## src/design/kxps_pkg.sv

```systemverilog
`default_nettype none

package kxps_pkg;

  // Store geometry.
  localparam int NUM_PARTS  = 4;
  localparam int PART_BYTES = 1024;
  localparam int KEY_BYTES  = 8;

  // Fixed field widths of the request and response items.
  localparam int MODE_W   = 3;
  localparam int PNUM_W   = 3;
  localparam int UID_W    = 16;
  localparam int NSIZE_W  = 12;
  localparam int KEY_W    = 64;
  localparam int POS_W    = 12;
  localparam int WHENCE_W = 2;
  localparam int CPOS_W   = 10;
  localparam int DATA_W   = 8;
  localparam int STATUS_W = 4;
  localparam int NPOS_W   = 10;
  localparam int OWNER_W  = UID_W + 1;

  // Widths derived from the geometry.
  localparam int PART_IDX_W = (NUM_PARTS > 1) ? $clog2(NUM_PARTS) : 1;
  localparam int SIZE_W     = $clog2(PART_BYTES + 1);
  localparam int OFF_W      = (PART_BYTES > 1) ? $clog2(PART_BYTES) : 1;
  localparam int MEM_DEPTH  = NUM_PARTS * PART_BYTES;
  localparam int ADDR_W     = (MEM_DEPTH > 1) ? $clog2(MEM_DEPTH) : 1;
  localparam int KIDX_W     = (KEY_BYTES > 1) ? $clog2(KEY_BYTES) : 1;

  // Offset modulo key length by reciprocal multiplication, exact for offsets below
  // 2**OFF_W.
  localparam int KEY_SHIFT = OFF_W + KIDX_W;
  localparam int RECIP_W   = KEY_SHIFT + 1;
  localparam logic [RECIP_W-1:0] KEY_RECIP =
    RECIP_W'(((2 ** KEY_SHIFT) + KEY_BYTES - 1) / KEY_BYTES);
  localparam int PROD_W = OFF_W + RECIP_W;

  // Owner value of a partition that nobody holds.
  localparam logic [OWNER_W-1:0] NO_OWNER = '1;

  // Command codes.
  localparam logic [MODE_W-1:0] MODE_CREATE = 3'd0;
  localparam logic [MODE_W-1:0] MODE_REKEY  = 3'd1;
  localparam logic [MODE_W-1:0] MODE_ERASE  = 3'd2;
  localparam logic [MODE_W-1:0] MODE_DELETE = 3'd3;
  localparam logic [MODE_W-1:0] MODE_SEEK   = 3'd4;
  localparam logic [MODE_W-1:0] MODE_READ   = 3'd5;
  localparam logic [MODE_W-1:0] MODE_WRITE  = 3'd6;

  // Seek origins.
  localparam logic [WHENCE_W-1:0] WH_SET = 2'd0;
  localparam logic [WHENCE_W-1:0] WH_CUR = 2'd1;
  localparam logic [WHENCE_W-1:0] WH_END = 2'd2;

  // Status codes.
  localparam logic [STATUS_W-1:0] ST_OK         = 4'd0;
  localparam logic [STATUS_W-1:0] ST_NOPART     = 4'd1;
  localparam logic [STATUS_W-1:0] ST_EXISTS     = 4'd2;
  localparam logic [STATUS_W-1:0] ST_BADSIZE    = 4'd3;
  localparam logic [STATUS_W-1:0] ST_NOTCREATED = 4'd4;
  localparam logic [STATUS_W-1:0] ST_DENIED     = 4'd5;
  localparam logic [STATUS_W-1:0] ST_BADWHENCE  = 4'd6;
  localparam logic [STATUS_W-1:0] ST_RANGE      = 4'd7;
  localparam logic [STATUS_W-1:0] ST_END        = 4'd8;
  localparam logic [STATUS_W-1:0] ST_BADMODE    = 4'd9;

  // Follow-up work that a decided command needs.
  typedef enum logic [1:0] {
    ACT_NONE,
    ACT_CLEAR,
    ACT_ACCESS
  } act_t;

  // Controller to datapath.
  typedef struct packed {
    logic load;
    logic decide;
    logic key;
    logic access;
    logic clear;
    logic emit;
  } cmd_t;

  // Datapath to controller.
  typedef struct packed {
    act_t act;
    logic clear_last;
  } sts_t;

endpackage

`default_nettype wire

```

## src/design/kxps_ctrl.sv

```systemverilog
`default_nettype none

module kxps_ctrl (
  input  wire logic           clk,
  input  wire logic           rst,
  input  wire logic           in_valid,
  output logic                in_ready,
  output logic                out_valid,
  input  wire logic           out_ready,
  output kxps_pkg::cmd_t      cmd,
  input  wire kxps_pkg::sts_t sts
);

  typedef enum logic [2:0] {
    S_IDLE,
    S_CHECK,
    S_KEY,
    S_ACCESS,
    S_CLEAR,
    S_DONE
  } state_t;

  state_t state;
  logic   out_free;

  // The result register can take a new result when empty or being drained.
  assign out_free = !out_valid || out_ready;
  assign in_ready = (state == S_IDLE);

  // Commands follow from the state, with load also gated by in_valid and emit by a free result register.
  always_comb begin
    cmd        = '0;
    cmd.load   = (state == S_IDLE) && in_valid;
    cmd.decide = (state == S_CHECK);
    cmd.key    = (state == S_KEY);
    cmd.access = (state == S_ACCESS);
    cmd.clear  = (state == S_CLEAR);
    cmd.emit   = (state == S_DONE) && out_free;
  end

  // State sequence and the response valid flag.
  always_ff @(posedge clk) begin
    if (rst) begin
      state     <= S_IDLE;
      out_valid <= 1'b0;
    end else begin
      if (cmd.emit) begin
        out_valid <= 1'b1;
      end else if (out_ready) begin
        out_valid <= 1'b0;
      end
      case (state)
        S_IDLE: begin
          if (in_valid) begin
            state <= S_CHECK;
          end
        end
        S_CHECK: begin
          case (sts.act)
            kxps_pkg::ACT_CLEAR:  state <= S_CLEAR;
            kxps_pkg::ACT_ACCESS: state <= S_KEY;
            default:              state <= S_DONE;
          endcase
        end
        S_KEY: begin
          state <= S_ACCESS;
        end
        S_ACCESS: begin
          state <= S_DONE;
        end
        S_CLEAR: begin
          if (sts.clear_last) begin
            state <= S_DONE;
          end
        end
        S_DONE: begin
          if (out_free) begin
            state <= S_IDLE;
          end
        end
        default: begin
          state <= S_IDLE;
        end
      endcase
    end
  end

endmodule

`default_nettype wire

```

## config.mk

```make
export PLATFORM = sky130hd
export DESIGN_NAME = kxps_ctrl
export DESIGN_NICKNAME = d
export VERILOG_FILES = /design/src/design/kxps_pkg.sv /design/src/design/kxps_ctrl.sv
export SDC_FILE = /design/constraint.sdc
export NUM_CORES = 1
export LEC_CHECK = 0
export ABC_AREA = 1
export BUFFER_PORTS_ARGS = -buffer_cell sky130_fd_sc_hd__buf_2
export CORE_AREA = 8 8 45 47
export DETAILED_ROUTE_END_ITERATION = 6
export DIE_AREA = 0 0 53 55
export GPL_TIMING_DRIVEN = 0
export PLACE_DENSITY_LB_ADDON = 0.3
export SLEW_MARGIN = 5
export SYNTH_ARGS = -nofsm -noshare
export SYNTH_HDL_FRONTEND = slang
export SYNTH_SLANG_ARGS = --single-unit
```

## constraint.sdc

```tcl
create_clock -name clk -period 1.5 [get_ports clk]
set_input_delay 0.225 -clock clk [delete_from_list [all_inputs] [get_ports clk]]
set_output_delay 0.225 -clock clk [all_outputs]
set_load 0.01 [all_outputs]
```

==> metrics.md <==
| Metric | Value |
|---|---|
| RSZ-0062 raised after global routing | no |
| ANT nets after route | 0 |
| Count of input and output buffers | 14 |
| Leading area contributor after synthesis | dfxtp_1 |
| Crit-path max FO | 7 |
| Max Cap Violations | 0 |
| Post-Syn Instances | between 40 and 50 |
| Minimum clock period | between 1000 and 1500 ps |
| Peak VDD IR | 0.330 mV |
| IO Count | 15 |
| Clk_lat worst skew | 230 ps |
| Unique masters post-synth | 14 |
| Rows | 14 |
| Net Sw Frac | approximately 34% |
| Gate power share | between 30% and 40% |
| Setup Fix Bufs, Post-CTS | 0 |
| Yosys top cell area share | between 30% and 40% |
| Pleak | roughly 0.21 nW |
| Worst Path Required | 1270 ps |
| FF+latch count, synth | 4 |
| Layout cells sized above 1 | between 40% and 50% |
| Peak per-stage delay on the critical path | 370 ps |
| Vias in the first global route | roughly 300 |
| Internal power | 265 uW |
| First DRT Iteration DRCs | 1 |
| CTS tree | built |
| PostCTS Resize Cnt | 0 |
| Final hold viol count | 0 |
| Worst-margin pin slew | around 270 ps |
| Syn_nets | 49 |
| Die W | between 50 and 60 um |
| Final Max Tran Viols | 0 |
| Ant diodes | 0 |
| Flop pwr share | between 30% and 40% |
| Clock slew at reported path FFs | around 40 ps |
| Htree depth | 1 |
| Via total after detailed routing | 301 |
| Synth-to-Final Area Change | 42.5% |
| Crit-path cells | inv_2 > nand2_1 > nor2_1 > buf_2 |
| Crit path launch type | register |
| Core Area | 1380 um^2 |
| R2R Setup Slk | between 400 and 500 ps |
| Initial antenna violation count | 0 |
| Drc violations | 0 |
| Slew HR | approximately four fifths |
| CTS Root Cell | clkbuf_4 |
| Synth area leaders | dfxtp_1 (30%), nor2_1 (11%), nand2_1 (9.9%), nand3_2 (7.5%), inv_1 (7.1%) |
| Setup TNS | 0 ps |
| Fin nets | 68 |
| # hold bufs at CTS | 0 |
| Fill cells | between 150 and 200 |
| # setup viols final | 0 |
| Mapped Area | between 200 and 300 um^2 |
| Finished Cell Area | 378 um^2 |
| Crit share post-route | 90.3% |
| Post-DP Area | approximately 360 um^2 |
| Total net switching power | approximately 140 uW |
| Total CTS buffers | 3 |
| Post-synthesis sequential area ratio | between 30% and 40% |
| Largest net degree at the start of global routing | 8 |
| Die Footprint | around 3000 um^2 |
| Part of the power in the clock network | roughly a third |
| Total gr overflow | 0 |
| Initial Util | 19.2% |
| DP HPWL | 605 um |
| Clk sinks | 4 |
| Crit-path leading delay family | flip-flops |
| Die height | about 55 um |
| Min Hold Slack | around 190 ps |
| Achievable clock frequency | 0.738 GHz |
| Clock Skew | 0.156 ps |
| Slowest cell on crit path | dfxtp_1 |
| Combined area of the multi-input logic cells | 159 um^2 |
| Hold Path Class | in -> reg |
| Setup crit end kind | primary output |
| WL final | ~700 um |
| Outcome | completed |
| CTS Buffer Depth | 2 |
| Wirelength per Cell | 9.42 um |
| First-pass GRT wire length | approximately 1.2 mm |
| Avg Inst Size Synth | 6.47 um^2 |
| Crit path buffers/inverters | 2 |
| RD Place Congestion | between 0.7 and 0.8 |
| Total GRT Usage | 5.41% |
| Synth warnings | 0 |
| Post-DR vias/cell | between 4 and 5 |
| PwrDens | between 1000 and 1500 nW/um^2 |
| DRT Pass-1 Iters | 2 |
| WP data arrival | approximately 1100 ps |
| Storage cell area | 80.1 um^2 |
| Crit Path Class | reg -> out |
## sequential cells by signal, summed over array words and instances (netlist names)
name,count
out_valid,1
state,3
## kinds of logic (layout without fill, tap and decap cells)
kind of cell / count (synthesis) / in the layout / share of synthesized area (%)
DFF: 4 / 4 / 30.2
AOI/OAI and AO/OA: 4 / 4 / 8.96
buffers and inverters: 7 / 24 / 9.91
adders and majority gates: 1 / 1 / 4.72
and+or+nand+nor: 25 / 25 / 46.2
## layout by cell type, fill, tap and decap left out
cell type / instances
inv_2: 2
nand3_2: 2
ha_1: 1
buf_2: 14
a21oi_1: 2
inv_1: 5
nor3_1: 2
dfxtp_1: 4
nor2_2: 3
nand2_1: 7
nand3b_1: 1
o21a_1: 1
nand3_1: 2
clkbuf_4: 3
a31oi_1: 1
nor2_1: 8
## stage by stage
stage          worst slack, ps  power (mW)  utilization (%)  instances
6_report                   146       0.403             27.3         74
5_1_grt                   51.9       0.436             27.3         74
4_1_cts                    152       0.413             27.3         74
3_5_place_dp               403       0.280             25.7         71
3_3_place_gp               401       0.279             25.7         71
2_1_floorplan              501       0.228                -         41
## per-layer routing
metal	track usage (%)	vias to the layer above	routed length, um
met5	0	-	0
met1	5.92	127	293
met2	8.01	8	330
met4	5.17	0	0
li1	-	166	-
met3	1.87	0	74
## layout make-up
class	count	share of cell area, %
tap	16	5.30
multi-input combinational	30	42.1
sequential	4	21.2
inverter	7	6.95
timing repair buffer	14	18.5
clock buffer	3	5.96
## cell usage after synthesis
master    n
nor2_2    3
nand3_1   2
a21oi_1   2
nand3_2   2
ha_1      1
nor3_1    2
nor2_1    8
nand2_1   7
dfxtp_1   4
inv_1     5
a31oi_1   1
nand3b_1  1
inv_2     2
o21a_1    1
## power groups by stage
stage / Sequential [mW] / Combinational (mW) / Clock [mW]
5_1_grt: 0.139 / 0.159 / 0.137
3_5_place_dp: 0.138 / 0.141 / 0
3_3_place_gp: 0.138 / 0.141 / 0
2_1_floorplan: 0.135 / 0.0939 / 0
4_1_cts: 0.136 / 0.142 / 0.135
6_report: 0.137 / 0.139 / 0.127
## path summary, 6_finish.rpt
kind              startpoint        end  depth (start not counted)
hold reg to reg    out_valid  out_valid                          3
setup reg to reg    state[0]   state[2]                          5
hold / removal           rst   state[1]                          2
setup / recovery    state[2]     cmd[3]                          4
(Power assumes the default switching activity.)
